--- src/tcit_pkg.sv ---
`timescale 1ns / 1ps
`default_nettype none

package tcit_pkg;

  localparam int NumCounters = 3;

  // Request codes.
  localparam logic [1:0] REQ_READ  = 2'd0;
  localparam logic [1:0] REQ_WRITE = 2'd1;
  localparam logic [1:0] REQ_TICK  = 2'd2;
  localparam logic [1:0] REQ_GATE  = 2'd3;

  localparam logic [1:0] CTRL_PORT = 2'd3;

  // Read/write access field of a control word.
  localparam logic [1:0] RW_LATCH = 2'd0;
  localparam logic [1:0] RW_LSB   = 2'd1;
  localparam logic [1:0] RW_MSB   = 2'd2;
  localparam logic [1:0] RW_WORD  = 2'd3;

  // Byte sequencing phases.
  localparam logic [1:0] PH_READY = 2'd0;
  localparam logic [1:0] PH_LOW   = 2'd1;
  localparam logic [1:0] PH_HIGH  = 2'd2;

  localparam logic [2:0] MODE_0 = 3'd0;
  localparam logic [2:0] MODE_1 = 3'd1;
  localparam logic [2:0] MODE_2 = 3'd2;
  localparam logic [2:0] MODE_5 = 3'd5;
  localparam logic [2:0] MODE_6 = 3'd6;

  localparam logic [7:0] IDLE_BYTE = 8'hFF;
  localparam logic [2:0] OUT_ENABLE_RESET = 3'd3;
  localparam logic [2:0] GATE_RESET = 3'b011;

  typedef struct packed {
    logic       rd;
    logic       wr;
    logic       ctrl;
    logic       tick;
    logic       gate;
    logic [7:0] wdata;
    logic       level;
  } tcit_req_t;

  // One step down, with each decimal digit that wrapped to F pulled back to 9.
  function automatic logic [15:0] count_down(input logic [15:0] c, input logic bcd);
    logic [15:0] d;
    d = c - 16'd1;
    if (bcd) begin
      if (d[3:0] == 4'hF) d[3:0] = 4'h9;
      if (d[7:4] == 4'hF) d[7:4] = 4'h9;
      if (d[11:8] == 4'hF) d[11:8] = 4'h9;
      if (d[15:12] == 4'hF) d[15:12] = 4'h9;
    end
    return d;
  endfunction

endpackage

`default_nettype wire

--- src/tcit_if.sv ---
`timescale 1ns / 1ps
`default_nettype none

interface tcit_in_if;
  logic       valid;
  logic       ready;
  logic [1:0] req_type;
  logic [1:0] port;
  logic [7:0] wdata;
  logic       gate_level;

  modport source (output valid, output req_type, output port, output wdata,
                  output gate_level, input ready);
  modport sink (input valid, input req_type, input port, input wdata,
                input gate_level, output ready);
endinterface

interface tcit_out_if;
  logic       valid;
  logic       ready;
  logic [7:0] rdata;
  logic [2:0] fire_mask;

  modport source (output valid, output rdata, output fire_mask, input ready);
  modport sink (input valid, input rdata, input fire_mask, output ready);
endinterface

`default_nettype wire

--- src/tcit_counter.sv ---
`timescale 1ns / 1ps
`default_nettype none

module tcit_counter
  import tcit_pkg::*;
(
  input  wire logic       clk,
  input  wire logic       rst_n,
  input  wire logic       gate_init,
  input  wire tcit_req_t  req,
  output logic      [7:0] rdata,
  output logic            fire
);

  logic [7:0]  cw_r, cw_nxt;
  logic [15:0] iv_r, iv_nxt;
  logic [15:0] cnt_r, cnt_nxt;
  logic [15:0] lat_r, lat_nxt;
  logic        run_r, run_nxt;
  logic        lh_r, lh_nxt;
  logic [1:0]  rp_r, rp_nxt;
  logic [1:0]  wp_r, wp_nxt;
  logic        gate_r, gate_nxt;

  logic [2:0]  mode;
  logic [1:0]  rw;
  logic        gated;
  logic        wr_load;
  logic [15:0] dec;
  logic        hit;

  assign mode  = cw_r[3:1];
  assign rw    = cw_r[5:4];
  assign gated = !(mode == MODE_1 || mode == MODE_5);
  assign dec   = count_down(cnt_r, cw_r[0]);
  assign hit   = (mode == MODE_2 || mode == MODE_6) ? (dec == 16'd1) : (dec == 16'd0);

  always_comb begin
    cw_nxt   = cw_r;
    iv_nxt   = iv_r;
    cnt_nxt  = cnt_r;
    lat_nxt  = lat_r;
    run_nxt  = run_r;
    lh_nxt   = lh_r;
    rp_nxt   = rp_r;
    wp_nxt   = wp_r;
    gate_nxt = gate_r;
    rdata    = IDLE_BYTE;
    fire     = 1'b0;
    wr_load  = 1'b0;

    if (req.rd) begin
      if (lh_r) begin
        if (rp_r == PH_HIGH) begin
          rdata  = lat_r[15:8];
          rp_nxt = PH_READY;
          lh_nxt = 1'b0;
        end else begin
          rdata  = lat_r[7:0];
          rp_nxt = PH_HIGH;
        end
      end else begin
        case (rw)
          RW_LSB: begin
            rdata  = cnt_r[7:0];
            rp_nxt = PH_READY;
          end
          RW_MSB: begin
            rdata  = cnt_r[15:8];
            rp_nxt = PH_READY;
          end
          RW_WORD: begin
            if (rp_r == PH_HIGH) begin
              rdata  = cnt_r[15:8];
              rp_nxt = PH_READY;
            end else begin
              rdata  = cnt_r[7:0];
              rp_nxt = PH_HIGH;
            end
          end
          default: begin
          end
        endcase
      end
    end else if (req.wr) begin
      case (rw)
        RW_LSB: begin
          iv_nxt  = {8'h00, req.wdata};
          wp_nxt  = PH_READY;
          wr_load = 1'b1;
        end
        RW_MSB: begin
          iv_nxt  = {req.wdata, 8'h00};
          wp_nxt  = PH_READY;
          wr_load = 1'b1;
        end
        RW_WORD: begin
          if (wp_r == PH_HIGH) begin
            iv_nxt = {req.wdata, iv_r[7:0]};
            wp_nxt = PH_READY;
          end else begin
            iv_nxt = {8'h00, req.wdata};
            wp_nxt = PH_HIGH;
          end
          wr_load = 1'b1;
        end
        default: begin
        end
      endcase
      // A running counter in a retriggerable or gated mode keeps its count
      // until the next reload point; mode 0 always restarts.
      if (wr_load && wp_nxt == PH_READY &&
          (mode == MODE_0 || (gated && !run_r))) begin
        cnt_nxt = iv_nxt;
        run_nxt = 1'b1;
      end
    end else if (req.ctrl) begin
      lh_nxt = 1'b0;
      if (req.wdata[5:4] == RW_LATCH) begin
        lh_nxt  = 1'b1;
        lat_nxt = cnt_r;
        rp_nxt  = PH_LOW;
        fire    = (mode != MODE_0);
      end else begin
        cw_nxt  = req.wdata;
        run_nxt = 1'b0;
        rp_nxt  = (req.wdata[5:4] == RW_MSB) ? PH_HIGH : PH_LOW;
        wp_nxt  = (req.wdata[5:4] == RW_MSB) ? PH_HIGH : PH_LOW;
        fire    = (req.wdata[3:1] != MODE_0);
      end
    end else if (req.tick) begin
      if (run_r && (!gated || gate_r)) begin
        cnt_nxt = dec;
        if (hit) begin
          fire = 1'b1;
          // Modes 2, 3, 6 and 7 reload unless a word write is half done; the others stop.
          if (mode[1]) begin
            if (wp_r == PH_READY) begin
              cnt_nxt = iv_r;
              run_nxt = 1'b1;
            end
          end else begin
            run_nxt = 1'b0;
          end
        end
      end
    end else if (req.gate) begin
      if (mode != MODE_0 && !gate_r && req.level && wp_r == PH_READY) begin
        cnt_nxt = iv_r;
        run_nxt = 1'b1;
      end
      gate_nxt = req.level;
    end
  end

  always_ff @(posedge clk) begin
    if (!rst_n) begin
      cw_r   <= 8'h00;
      iv_r   <= 16'h0000;
      cnt_r  <= 16'h0000;
      lat_r  <= 16'h0000;
      run_r  <= 1'b0;
      lh_r   <= 1'b0;
      rp_r   <= PH_READY;
      wp_r   <= PH_READY;
      gate_r <= gate_init;
    end else begin
      cw_r   <= cw_nxt;
      iv_r   <= iv_nxt;
      cnt_r  <= cnt_nxt;
      lat_r  <= lat_nxt;
      run_r  <= run_nxt;
      lh_r   <= lh_nxt;
      rp_r   <= rp_nxt;
      wp_r   <= wp_nxt;
      gate_r <= gate_nxt;
    end
  end

endmodule

`default_nettype wire

--- src/three_channel_interval_timer_top.sv ---
// Flow: an accepted item waits in the input register, and its result is captured in the result register
// when the item advances, and can be taken from there; a stall on out_ch holds it in the input register.
// Throughput: one item per cycle while out_ch takes results; the input register and the result register
// form a two-stage pipeline and all counter updates are combinational between them.
// Reset: synchronous active-low rst_n clears the pipeline and all counters;
// gates of counters 0 and 1 come up high, counter 2 low, out_enable is 3.
`timescale 1ns / 1ps
`default_nettype none

module three_channel_interval_timer_top
  import tcit_pkg::*;
(
  input  wire logic       clk,
  input  wire logic       rst_n,
  tcit_in_if.sink         in_ch,
  tcit_out_if.source      out_ch,
  input  wire logic       cfg_we,
  input  wire logic [2:0] cfg_wdata
);

  logic       in_valid_r;
  logic [1:0] req_type_r;
  logic [1:0] port_r;
  logic [7:0] wdata_r;
  logic       level_r;

  logic       out_valid_r;
  logic [7:0] rdata_r;
  logic [2:0] fire_r;
  logic [2:0] out_enable_r;

  logic       adv;
  logic [7:0] cnt_rdata [NumCounters];
  logic [2:0] cnt_fire;
  logic [7:0] rdata_sel;

  assign adv          = in_valid_r && (!out_valid_r || out_ch.ready);
  assign in_ch.ready  = !in_valid_r || adv;
  assign out_ch.valid = out_valid_r;
  assign out_ch.rdata = rdata_r;
  assign out_ch.fire_mask = fire_r;

  for (genvar i = 0; i < NumCounters; i++) begin : g_cnt
    tcit_req_t req;
    logic      sel;

    assign sel = (port_r == 2'(i));
    assign req.rd    = adv && req_type_r == REQ_READ && sel;
    assign req.wr    = adv && req_type_r == REQ_WRITE && sel;
    assign req.ctrl  = adv && req_type_r == REQ_WRITE && port_r == CTRL_PORT &&
                       wdata_r[7:6] == 2'(i);
    assign req.tick  = adv && req_type_r == REQ_TICK;
    assign req.gate  = adv && req_type_r == REQ_GATE && sel;
    assign req.wdata = wdata_r;
    assign req.level = level_r;

    tcit_counter u_counter (
      .clk       (clk),
      .rst_n     (rst_n),
      .gate_init (GATE_RESET[i]),
      .req       (req),
      .rdata     (cnt_rdata[i]),
      .fire      (cnt_fire[i])
    );
  end

  always_comb begin
    case (port_r)
      2'd0:    rdata_sel = cnt_rdata[0];
      2'd1:    rdata_sel = cnt_rdata[1];
      2'd2:    rdata_sel = cnt_rdata[2];
      default: rdata_sel = IDLE_BYTE;
    endcase
  end

  always_ff @(posedge clk) begin
    if (!rst_n) begin
      in_valid_r   <= 1'b0;
      out_valid_r  <= 1'b0;
      out_enable_r <= OUT_ENABLE_RESET;
    end else begin
      if (cfg_we) begin
        out_enable_r <= cfg_wdata;
      end
      if (in_ch.ready) begin
        in_valid_r <= in_ch.valid;
      end
      if (adv) begin
        out_valid_r <= 1'b1;
      end else if (out_ch.ready) begin
        out_valid_r <= 1'b0;
      end
    end
  end

  always_ff @(posedge clk) begin
    if (in_ch.valid && in_ch.ready) begin
      req_type_r <= in_ch.req_type;
      port_r     <= in_ch.port;
      wdata_r    <= in_ch.wdata;
      level_r    <= in_ch.gate_level;
    end
    if (adv) begin
      rdata_r <= (req_type_r == REQ_READ) ? rdata_sel : IDLE_BYTE;
      fire_r  <= cnt_fire & out_enable_r;
    end
  end

endmodule

`default_nettype wire
--- src/flat_wrapper.sv ---
// flat-port wrapper written by rule: the top's interface ports become plain ports
module three_channel_interval_timer_top_flat import tcit_pkg::*;
  (clk, rst_n, cfg_we, cfg_wdata, in_ch_valid, in_ch_req_type, in_ch_port, in_ch_wdata, in_ch_gate_level, in_ch_ready, out_ch_valid, out_ch_rdata, out_ch_fire_mask, out_ch_ready);
  tcit_in_if in_ch_i ();
  tcit_out_if out_ch_i ();
  input  wire logic clk;
  input  wire logic rst_n;
  input  wire logic cfg_we;
  input  wire logic [2:0] cfg_wdata;
  input wire logic [$bits(in_ch_i.valid)-1:0] in_ch_valid;
  input wire logic [$bits(in_ch_i.req_type)-1:0] in_ch_req_type;
  input wire logic [$bits(in_ch_i.port)-1:0] in_ch_port;
  input wire logic [$bits(in_ch_i.wdata)-1:0] in_ch_wdata;
  input wire logic [$bits(in_ch_i.gate_level)-1:0] in_ch_gate_level;
  output wire logic [$bits(in_ch_i.ready)-1:0] in_ch_ready;
  output wire logic [$bits(out_ch_i.valid)-1:0] out_ch_valid;
  output wire logic [$bits(out_ch_i.rdata)-1:0] out_ch_rdata;
  output wire logic [$bits(out_ch_i.fire_mask)-1:0] out_ch_fire_mask;
  input wire logic [$bits(out_ch_i.ready)-1:0] out_ch_ready;
  assign in_ch_i.valid = in_ch_valid;
  assign in_ch_i.req_type = in_ch_req_type;
  assign in_ch_i.port = in_ch_port;
  assign in_ch_i.wdata = in_ch_wdata;
  assign in_ch_i.gate_level = in_ch_gate_level;
  assign in_ch_ready = in_ch_i.ready;
  assign out_ch_valid = out_ch_i.valid;
  assign out_ch_rdata = out_ch_i.rdata;
  assign out_ch_fire_mask = out_ch_i.fire_mask;
  assign out_ch_i.ready = out_ch_ready;
  three_channel_interval_timer_top u_core (.clk(clk), .rst_n(rst_n), .in_ch(in_ch_i), .out_ch(out_ch_i), .cfg_we(cfg_we), .cfg_wdata(cfg_wdata));
endmodule
--- config.mk ---
export PLATFORM = sky130hd
export DESIGN_NAME = three_channel_interval_timer_top_flat
export DESIGN_NICKNAME = d
export VERILOG_FILES = /design/src/tcit_pkg.sv /design/src/tcit_if.sv /design/src/tcit_counter.sv /design/src/three_channel_interval_timer_top.sv /design/src/flat_wrapper.sv
export SDC_FILE = /design/constraint.sdc
export NUM_CORES = 1
export LEC_CHECK = 0
export ABC_AREA = 1
export BUFFER_PORTS_ARGS = -buffer_cell sky130_fd_sc_hd__buf_4
export CORE_MARGIN = 2
export CORE_UTILIZATION = 50
export CTS_CLUSTER_DIAMETER = 40
export DETAILED_ROUTE_END_ITERATION = 10
export PLACE_DENSITY = 0.66
export SYNTH_ARGS = -nofsm -noshare
export SYNTH_HDL_FRONTEND = slang
export SYNTH_SLANG_ARGS = --single-unit
--- constraint.sdc ---
create_clock -name clk -period 3 [get_ports clk]
set_input_delay 0.45 -clock clk [delete_from_list [all_inputs] [get_ports clk]]
set_output_delay 0.45 -clock clk [all_outputs]
set_load 0.005 [all_outputs]
==> results of run 1 <==
-- worst paths after layout --
kind | to | slack, ns | cells after the start
max | u_core.g_cnt[0].u_counter.cnt_r[10] | 0.31 | 15
min | u_core.port_r[0] | 0.10 | 1
max reg2reg | u_core.g_cnt[0].u_counter.cnt_r[10] | 0.31 | 15
min reg2reg | u_core.g_cnt[0].u_counter.lat_r[10] | 0.45 | 2
-- kinds of logic (layout without fill, tap and decap cells) --
group | after synthesis | count (layout) | share of synthesized area, %
AND/OR/NAND/NOR | 816 | 816 | 27.76
AO/OA/AOI/OAI | 532 | 532 | 22.78
buffers and inverters | 318 | 366 | 9.810
flip-flops | 212 | 212 | 35.84
XOR/XNOR | 23 | 23 | 1.730
adder cells (fa/ha/maj) | 20 | 20 | 2.000
multiplexers | 1 | 1 | 0.08000
-- registers in the layout, indices dropped and copies added (netlist names) --
name / flops
u_core.g_cnt.u_counter.cnt_r: 48
u_core.g_cnt.u_counter.iv_r: 48
u_core.req_type_r: 2
u_core.g_cnt.u_counter.rp_r: 6
u_core.out_ch.valid: 1
u_core.g_cnt.u_counter.run_r: 3
u_core.g_cnt.u_counter.lat_r: 48
u_core.in_valid_r: 1
u_core.g_cnt.u_counter.gate_r: 3
u_core.level_r: 1
u_core.port_r: 2
u_core.g_cnt.u_counter.cw_r: 18
u_core.g_cnt.u_counter.wp_r: 6
u_core.wdata_r: 8
u_core.out_enable_r: 3
u_core.out_ch.fire_mask: 3
u_core.out_ch.rdata: 8
u_core.g_cnt.u_counter.lh_r: 3
-- Yosys cell counts, types with 7 or more instances --
cell type    n  area [um2]
nor3_1      24       120.1
nor2_1     233       874.6
ha_1        20       250.2
inv_2       13       48.80
o2111ai_1    9       78.83
xor2_1      14       122.6
dfxtp_1    188        3764
clkbuf_1    68       255.2
nand3_1    177       885.9
o21ai_1     24       120.1
buf_1       14       52.55
a21oi_1    272        1361
edfxtp_1    24       720.7
o21a_1      18       135.1
xnor2_1      7       61.31
o31ai_1     13       97.59
nand4_1     13       81.33
nand2_1    338        1269
o21ai_0    165       825.8
buf_2        8       40.04
inv_1      206       773.2
a211oi_1    10       75.07
-- metrics by stage --
step | hold slack, ns | power, W | util, % | setup slack (ns)
after floorplan | 0.4294 | 0.003557 | - | 0.7465
after global placement | 0.4393 | 0.003799 | 53.58 | 0.1588
after detailed placement | 0.4452 | 0.003802 | 53.58 | 0.07639
after CTS | 0.08921 | 0.008447 | 59.17 | 0.2658
after global routing | 0.09905 | 0.008667 | 59.19 | 0.00008371
final | 0.1021 | 0.008407 | 59.19 | 0.3119
-- metal layers --
| metal | part of all wire (%) | wire length [um] |
|---|---|---|
| met1 | 46 | 18410 |
| met2 | 42 | 16960 |
| met3 | 8.8 | 3533 |
| met4 | 3.2 | 1274 |
| met5 | 0 | 0 |
-- area by class of cell --
class	count	share of cell area, %
Multi-Input combinational cell	1392	47.04
Sequential cell	212	30.97
Clock buffer	41	6.861
Inverter	224	5.815
Timing Repair Buffer	74	3.923
Tap cell	324	2.800
Clock inverter	27	2.592
-- worst max-delay path, delay by kind of cell (launching register included) --
family | cells | cell delay [ns]
xor+xnor | 1 | 0.23
simple gates | 9 | 1.31
fa+ha+maj | 1 | 0.22
compound gates | 2 | 0.23
flops | 1 | 0.35
buf+inv | 2 | 0.22
-- power by group --
| group | internal (W) | switching [W] | leakage, nW |
|---|---|---|---|
| clock network | 0.00310 | 0.00154 | 0.663 |
| logic | 0.000244 | 0.000501 | 3.64 |
| registers | 0.00292 | 0.0000962 | 1.74 |
==> results.json, run 1 <==
{
  "die_area_um2": 26310,
  "cp_max_fo": 16,
  "cts_setup_buffers": 0,
  "fillCellCount": 2343,
  "peakVddDrop_uv": 505.1,
  "grt_remaining_overflow": 0,
  "rows": 57,
  "yosysWarnings": 0,
  "met1_usage_pct": 43.85,
  "cp_cell_sequence": "inv_1 > ha_1 > nand2_1 > nor2_2 > nand2_1 > xor2_1 > inv_1 > nor2_1 > nand4_1 > o21ai_2 > nand3_4 > nand2_4 > nand2_1 > nand3_1 > a21oi_1",
  "rsz0062_at_grt": "false",
  "holdBufCountCts": 0,
  "use_met2_pct": 46.00,
  "core-area_um2": 24460,
  "num_vias": 13000,
  "clk_latency_ns": 0.52,
  "clk_pin_slew_ns": 0.05,
  "design_area_um2": 14480,
  "antenna_found_initial": 0,
  "finalCritPeriodShare_pct": 89.60,
  "fmax_ghz": 0.3720,
  "crit_start": "u_core.g_cnt[0].u_counter.cnt_r[1]",
  "dr.pass1.iters": 5,
  "yosysUniqueCellTypes": 49,
  "synthArstFlopShare_pct": 0,
  "die_height_um": 162.2,
  "final.setup.tns_ns": 0,
  "crit_path_max_incr_delay_ns": 0.35,
  "clock_path_buffers": 3,
  "post_drt_wl_per_cell_um": 17.51,
  "vias_per_cell": 5.667,
  "cellLeakagePower_nw": 6.049,
  "placed_cells": 2226,
  "synth-seq-area-share_pct": 35.84,
  "initial_utilization_pct": 51.15,
  "area_growth_pct": 15.73,
  "multiInputGateArea_um2": 6812,
  "top_usage_layer": "met2",
  "mostFrequentLayoutCells": "338 x nand2_1, 272 x a21oi_1, 233 x nor2_1",
  "avgSynthCellArea_um2": 6.510,
  "crit_type": "reg -> reg",
  "gp_congestion": 0.9212,
  "hold_violations": 0,
  "grtUsageTotal_pct": 30.61,
  "grt_pass1_vias": 12090,
  "ctsResizeCount": 0,
  "grt_max_degree": 90,
  "synth_cells": 1922,
  "fin_crit_ns": 2.688,
  "io_buffers": 33,
  "crit_path_start_kind": "flop",
  "totalWireLength_mm": 40.17,
  "regArea_um2": 4484,
  "hp-class": "in -> reg",
  "clock_sinks": 212,
  "drt_iter0_drc": 1166,
  "ant_nets": 0,
  "slew_viol_final": 0,
  "worst_r2r_startpoint": "u_core.g_cnt[0].u_counter.cnt_r[1]",
  "ys_ff_latch": 212,
  "endpoint_kind": "flop",
  "status": "completed",
  "stdcell_count": 2294,
  "grt_use_met3_pct": 6.307,
  "antenna_cells": 0,
  "cpMaxStageDelayCell": "dfxtp_1",
  "final_common_cell": "nand2_1",
  "crit_required_ns": 3.40,
  "grt_pass1_wl_mm": 64.27,
  "cap_viol_max_count": 0,
  "tightest_slew_ns": 0.8081,
  "min_from": "in_ch_port[0]",
  "p_per_area_nw_per_um2": 580.6,
  "final-setup-viol-count": 0,
  "dpl_cell_area_um2": 13110,
  "drive_gt1_share_pct": 8.883,
  "cts_htree_levels": 2,
  "drcViolationCount": 0,
  "crit_top_cell": "nand2_1",
  "numCtsBuffers": 37,
  "synth_edf_count": 24,
  "cts_root_buf": "clkbuf_16",
  "io_pins": 34,
  "cp_data_arrival_time_ns": 3.09,
  "maxSlewHeadroom_pct": 46.13,
  "syn-cell-area_um2": 12510,
  "detailed_place_hpwl_mm": 28.53,
  "fin_worst_skew_ns": 0.01575,
  "dieWidth_um": 162.2,
  "nets": 1982,
  "synth_top_flop_cell": "dfxtp_1",
  "cts_tree": "built",
  "synthesis.nets": 1963
}
Note: power is estimated with default switching activity, not from simulation.
==> run 2: changes to the inputs <==
--- a/config.mk
+++ b/config.mk
@@ -6,7 +6,7 @@
 export NUM_CORES = 1
 export LEC_CHECK = 0
 export ABC_AREA = 1
-export BUFFER_PORTS_ARGS = -buffer_cell sky130_fd_sc_hd__buf_4
+export BUFFER_PORTS_ARGS = -buffer_cell sky130_fd_sc_hd__buf_2
 export CORE_MARGIN = 2
 export CORE_UTILIZATION = 50
 export CTS_CLUSTER_DIAMETER = 40
==> run 2 against run 1 <==
  * Maximum frequency fell by 1.3%
  * Final area fell by 2.4%
  * Total power fell by 8.8%
  * Clock-buffer cell count fell by 1
  * Sequential share of layout area rose by 0.76 points
==> results.json, run 2 (synthesis gave the netlist of run 1 again) <==
{
  "cts_tree": "built",
  "nets": 1977,
  "mostFrequentLayoutCells": "338 x nand2_1, 272 x a21oi_1, 233 x nor2_1",
  "top_regs": "u_core.g_cnt.u_counter.cnt_r: 48 flops, u_core.g_cnt.u_counter.iv_r: 48 flops, u_core.g_cnt.u_counter.lat_r: 48 flops",
  "grt_remaining_overflow": 0,
  "holdBufCountCts": 0,
  "antenna_cells": 0,
  "dr.pass1.iters": 8,
  "die_area_um2": 26310,
  "cp_max_fo": 16,
  "rows": 57,
  "cellLeakagePower_nw": 5.888,
  "hp-class": "in -> reg",
  "whs_path_depth": 1,
  "final_common_cell": "nand2_1",
  "core-area_um2": 24460,
  "cp_data_arrival_time_ns": 3.10,
  "crit_type": "reg -> reg",
  "numCtsBuffers": 34,
  "io_buffers": 33,
  "num_vias": 13030,
  "status": "completed",
  "die_height_um": 162.2,
  "rsz0062_at_grt": "false",
  "hold_violations": 0,
  "antenna_found_initial": 0,
  "clk_latency_ns": 0.51,
  "fin_crit_ns": 2.724,
  "fin_worst_skew_ns": 0.02533,
  "cts_setup_buffers": 0,
  "final.setup.tns_ns": 0,
  "cts_root_buf": "clkbuf_16",
  "r2r_cells": 15,
  "dieWidth_um": 162.2,
  "clock_path_buffers": 3,
  "peakVddDrop_uv": 466.7,
  "drive_gt1_share_pct": 8.274,
  "regArea_um2": 4484,
  "fmax_ghz": 0.3671,
  "detailed_place_hpwl_mm": 28.88,
  "initial_utilization_pct": 51.15,
  "finalCritPeriodShare_pct": 90.81,
  "design_area_um2": 14130,
  "p_per_area_nw_per_um2": 542.6,
  "grt_max_degree": 119,
  "min_from": "in_ch_port[1]",
  "dpl_cell_area_um2": 13010,
  "rr_endpoint": "u_core.g_cnt[0].u_counter.cnt_r[1]",
  "worst_r2r_startpoint": "u_core.g_cnt[0].u_counter.cnt_r[1]",
  "io_pins": 34,
  "min_to": "u_core.port_r[1]",
  "tightest_slew_ns": 0.8246,
  "crit_path_start_kind": "flop",
  "maxSlewHeadroom_pct": 44.60,
  "area_growth_pct": 12.95,
  "grt_pass1_wl_mm": 65.67,
  "cap_viol_max_count": 0,
  "p_total_w": 0.007669,
  "slew_viol_final": 0,
  "post_drt_wl_per_cell_um": 17.88,
  "drcViolationCount": 0,
  "clock_sinks": 212,
  "totalWireLength_mm": 40.80,
  "drt_iter0_drc": 1340,
  "fillCellCount": 2408,
  "ctsResizeCount": 0,
  "gp_congestion": 0.9389,
  "grtUsageTotal_pct": 31.06,
  "ant_nets": 0,
  "ff2ff_setup_slack_ns": 0.28,
  "cts_htree_levels": 2,
  "endpoint_kind": "flop",
  "multiInputGateArea_um2": 6807,
  "crit_required_ns": 3.37,
  "grt_pass1_vias": 12070,
  "vias_per_cell": 5.709,
  "clk_pin_slew_ns": 0.06,
  "final-setup-viol-count": 0
}
==> run 2: cell types whose count changed in the layout (fill, tap and decap cells not counted), moves of 2 or more <==
cell	previous run	this run
clkbuf_16	39	35
bufinv_16	8	2
buf_4	73	38
clkbuf_8	1	3
inv_8	0	4
clkinv_2	6	3
inv_6	5	3
buf_2	0	33
==> run 2: final cells by class <==
| type | instances | share of cell area (%) |
|---|---|---|
| Multi-Input combinational cell | 1392 | 48.16 |
| Clock buffer | 40 | 6.543 |
| Sequential cell | 212 | 31.73 |
| Clock inverter | 18 | 1.408 |
| Inverter | 224 | 5.958 |
| Timing Repair Buffer | 72 | 3.329 |
| Tap cell | 324 | 2.869 |
==> run 2: metal layers <==
layer / global-route usage [%] / vias up / part of all wire, %
met5: 0 / - / 0
met4: 9.051 / 0 / 2.8
met3: 5.975 / 85 / 9.5
met2: 46.73 / 572 / 42
met1: 45.20 / 5958 / 46
li1: - / 6412 / -
==> run 2: per-stage QoR <==
| stage | setup slack (ns) | cells | util (%) | hold WS, ns |
|---|---|---|---|---|
| detailed placement | 0.1396 | 2224 | 53.18 | 0.4472 |
| CTS | 0.2889 | 2282 | 57.77 | 0.1018 |
| finish | 0.2758 | 2282 | 57.77 | 0.1093 |
| floorplan | 0.7465 | 1922 | - | 0.4294 |
| global placement | 0.1329 | 2224 | 53.18 | 0.4411 |
| global route | 0.004237 | 2282 | 57.77 | 0.1053 |
==> run 2: power by group <==
part	leakage, nW	total (W)	internal (W)	switching [W]
clock	0.546	0.00391	0.00242	0.00150
combinational	3.60	0.000740	0.000232	0.000508
sequential	1.74	0.00302	0.00292	0.0000959
==> run 2: critical path, cell delays in order, from the launching register on <==
cell and delay, ns:
dfxtp_1 0.41, inv_1 0.11, ha_1 0.23, nand2_1 0.15, nor2_2 0.08, xnor2_1 0.25
nor2b_1 0.17, nand2_1 0.06, nor2_1 0.09, nand3_1 0.12, nor2_4 0.17, nand3_4 0.21
nand2_2 0.32, nand2_1 0.09, nand3_1 0.08, a21oi_1 0.07
==> run 2: worst max path at each step <==
stage                                       start                                   to  slack [ns]  depth (start not counted)
5_1_grt        u_core.g_cnt[0].u_counter.cnt_r[1]  u_core.g_cnt[0].u_counter.cnt_r[14]       0.004                         15
4_1_cts        u_core.g_cnt[0].u_counter.cnt_r[1]   u_core.g_cnt[0].u_counter.cnt_r[1]        0.29                         15
3_3_place_gp                         out_ch_ready               u_core.out_ch.rdata[6]        0.13                         11
2_1_floorplan                        out_ch_ready   u_core.g_cnt[1].u_counter.cnt_r[4]        0.75                         13
6_report       u_core.g_cnt[0].u_counter.cnt_r[1]   u_core.g_cnt[0].u_counter.cnt_r[1]        0.28                         15
3_5_place_dp                         out_ch_ready               u_core.out_ch.rdata[6]        0.14                         11
==> run 3: changes to the inputs <==
--- a/config.mk
+++ b/config.mk
@@ -7,11 +7,13 @@
 export LEC_CHECK = 0
 export ABC_AREA = 1
 export BUFFER_PORTS_ARGS = -buffer_cell sky130_fd_sc_hd__buf_2
+export CELL_PAD_IN_SITES_DETAIL_PLACEMENT = 1
+export CELL_PAD_IN_SITES_GLOBAL_PLACEMENT = 2
 export CORE_MARGIN = 2
-export CORE_UTILIZATION = 50
+export CORE_UTILIZATION = 35
 export CTS_CLUSTER_DIAMETER = 40
 export DETAILED_ROUTE_END_ITERATION = 10
-export PLACE_DENSITY = 0.66
+export PLACE_DENSITY_LB_ADDON = 0.15
 export SYNTH_ARGS = -nofsm -noshare
 export SYNTH_HDL_FRONTEND = slang
 export SYNTH_SLANG_ARGS = --single-unit
==> run 3 against run 2 <==
  * Final area rose by 6.8%
  * Setup slack got worse by 0.037 ns
  * Clock-buffer cell count rose by 15
  * Largest cell class unchanged
  * Register-to-register slack got worse by 0.04 ns
  * Critical path type unchanged
  * Flip-flop and latch count did not move
  * Final cell count rose by 8.3%
  * Non-clock buffer count rose by 24
  * Hold slack got worse by 0.045 ns
==> results.json, run 3 (synthesis gave the netlist of run 1 again) <==
{
  "mostFrequentLayoutCells": "337 x nand2_1, 272 x a21oi_1, 231 x nor2_1",
  "io_buffers": 33,
  "drt_iter0_drc": 636,
  "numCtsBuffers": 46,
  "num_vias": 13330,
  "antenna_cells": 0,
  "core-area_um2": 35400,
  "grt_pass1_vias": 13400,
  "min_from": "in_ch_wdata[3]",
  "whs_path_depth": 1,
  "final_common_cell": "nand2_1",
  "ff2ff_setup_slack_ns": 0.24,
  "cp_max_fo": 14,
  "grtUsageTotal_pct": 27.05,
  "die_height_um": 193.1,
  "status": "completed",
  "final.setup.tns_ns": 0,
  "r2r_cells": 14,
  "design_area_um2": 15090,
  "hp-class": "in -> reg",
  "rows": 69,
  "grt_max_degree": 119,
  "die_area_um2": 37280,
  "fmax_ghz": 0.3622,
  "p_clk_share_pct": 58.8,
  "grt_remaining_overflow": 0,
  "area_growth_pct": 20.58,
  "endpoint_kind": "flop",
  "cts_htree_levels": 2,
  "drcViolationCount": 0,
  "cp_data_arrival_time_ns": 3.22,
  "dpl_cell_area_um2": 13390,
  "antenna_found_initial": 0,
  "clk_latency_ns": 0.56,
  "cts_root_buf": "clkbuf_16",
  "top_regs": "u_core.g_cnt.u_counter.cnt_r: 48 flops, u_core.g_cnt.u_counter.iv_r: 48 flops, u_core.g_cnt.u_counter.lat_r: 48 flops",
  "finalCritPeriodShare_pct": 92.03,
  "holdBufCountCts": 0,
  "fin_worst_skew_ns": 0.01362,
  "cap_viol_max_count": 0,
  "hold_violations": 0,
  "use_met2_pct": 42.84,
  "min_to": "u_core.wdata_r[3]",
  "totalWireLength_mm": 49.39,
  "pwr-share-comb_pct": 8.7,
  "final-setup-viol-count": 0,
  "dr.pass1.iters": 5,
  "top_usage_layer": "met2",
  "worst_r2r_startpoint": "u_core.g_cnt[2].u_counter.cnt_r[1]",
  "gp_congestion": 0.8588,
  "fin_crit_ns": 2.761,
  "nets": 2013,
  "drive_gt1_share_pct": 10.95,
  "met1_usage_pct": 37.86,
  "clock_path_buffers": 3,
  "seqPwrFrac_pct": 32.6,
  "p_switching_w": 0.002510,
  "rr_endpoint": "u_core.g_cnt[2].u_counter.cnt_r[6]",
  "initial_utilization_pct": 35.35,
  "grt_use_met3_pct": 4.199,
  "clk_pin_slew_ns": 0.05,
  "grt_pass1_wl_mm": 77.61,
  "fin_hold_ws_ns": 0.06465,
  "slew_viol_final": 0,
  "vias_per_cell": 5.395,
  "cellLeakagePower_nw": 6.290,
  "dieWidth_um": 193.1,
  "peakVddDrop_uv": 458.6,
  "ant_nets": 0,
  "rsz0062_at_grt": "false",
  "crit_required_ns": 3.46,
  "ctsResizeCount": 0,
  "clock_sinks": 212,
  "fillCellCount": 4560,
  "crit_path_start_kind": "flop",
  "post_drt_wl_per_cell_um": 19.99,
  "sw_frac_of_total_pct": 27.14,
  "detailed_place_hpwl_mm": 35.47,
  "tightest_slew_ns": 0.8032,
  "p_int_w": 0.006739,
  "cts_setup_buffers": 0,
  "maxSlewHeadroom_pct": 46.10,
  "io_pins": 34,
  "cts_tree": "built",
  "crit_type": "reg -> reg",
  "p_per_area_nw_per_um2": 613.0
}
run 3: power groups by stage:
stage	clock network, W	logic [W]	registers [W]
2_1_floorplan	0	0.000541	0.00302
3_3_place_gp	0	0.000783	0.00307
3_5_place_dp	0	0.000790	0.00307
4_1_cts	0.00552	0.000798	0.00301
5_1_grt	0.00565	0.000897	0.00301
6_report	0.00544	0.000801	0.00301
run 3: critical path, stage by stage (launching register included):
cell and delay [ns]:
dfxtp_1 0.34, inv_1 0.13, ha_2 0.24, nand2_1 0.09, nor2_2 0.19, nand2_1 0.11, xor2_2 0.18, nor3_1 0.26
nand3b_1 0.20, nor2_4 0.18, nand3_2 0.11, buf_4 0.22, nand3_1 0.09, nand3_1 0.08, a21oi_1 0.22
run 3: layout make-up:
type	instances	area, um2	share of cell area (%)
Timing Repair Buffer	96	678.2	4.495
Clock buffer	55	1299	8.608
Tap cell	461	576.8	3.823
Inverter	224	842.1	5.581
Sequential cell	212	4484	29.72
Multi-Input combinational cell	1392	6847	45.38
Clock inverter	31	360.3	2.388
run 3: layer usage:
layer  vias to the layer above  routed length (um)
met1                      6519               24080
li1                       6508                   -
met3                        75                2145
met4                         0                1177
met5                         -                   0
met2                       229               21990
run 3: stage by stage:
stage | total power [W] | std cells | setup WS [ns] | utilization (%)
2_1_floorplan | 0.003557 | 1922 | 0.7465 | -
6_report | 0.009249 | 2471 | 0.2391 | 42.62
3_3_place_gp | 0.003850 | 2385 | 0.05213 | 37.82
4_1_cts | 0.009332 | 2471 | 0.01845 | 42.51
5_1_grt | 0.009566 | 2471 | 0.008114 | 42.62
3_5_place_dp | 0.003856 | 2385 | 0.03065 | 37.82
run 3: worst max path at each step:
stage / slack (ns) / endpoint / startpoint / cells past startpoint
global placement: 0.05 / u_core.g_cnt[2].u_counter.cnt_r[3] / u_core.g_cnt[2].u_counter.cnt_r[1] / 15
detailed placement: 0.03 / u_core.g_cnt[2].u_counter.cnt_r[3] / u_core.g_cnt[2].u_counter.cnt_r[1] / 15
finish: 0.24 / u_core.g_cnt[2].u_counter.cnt_r[6] / u_core.g_cnt[2].u_counter.cnt_r[1] / 14
global route: 0.008 / u_core.g_cnt[1].u_counter.cnt_r[2] / u_core.g_cnt[1].u_counter.cnt_r[3] / 14
floorplan: 0.75 / u_core.g_cnt[1].u_counter.cnt_r[4] / out_ch_ready / 13
CTS: 0.02 / u_core.g_cnt[2].u_counter.cnt_r[3] / u_core.g_cnt[2].u_counter.cnt_r[1] / 15
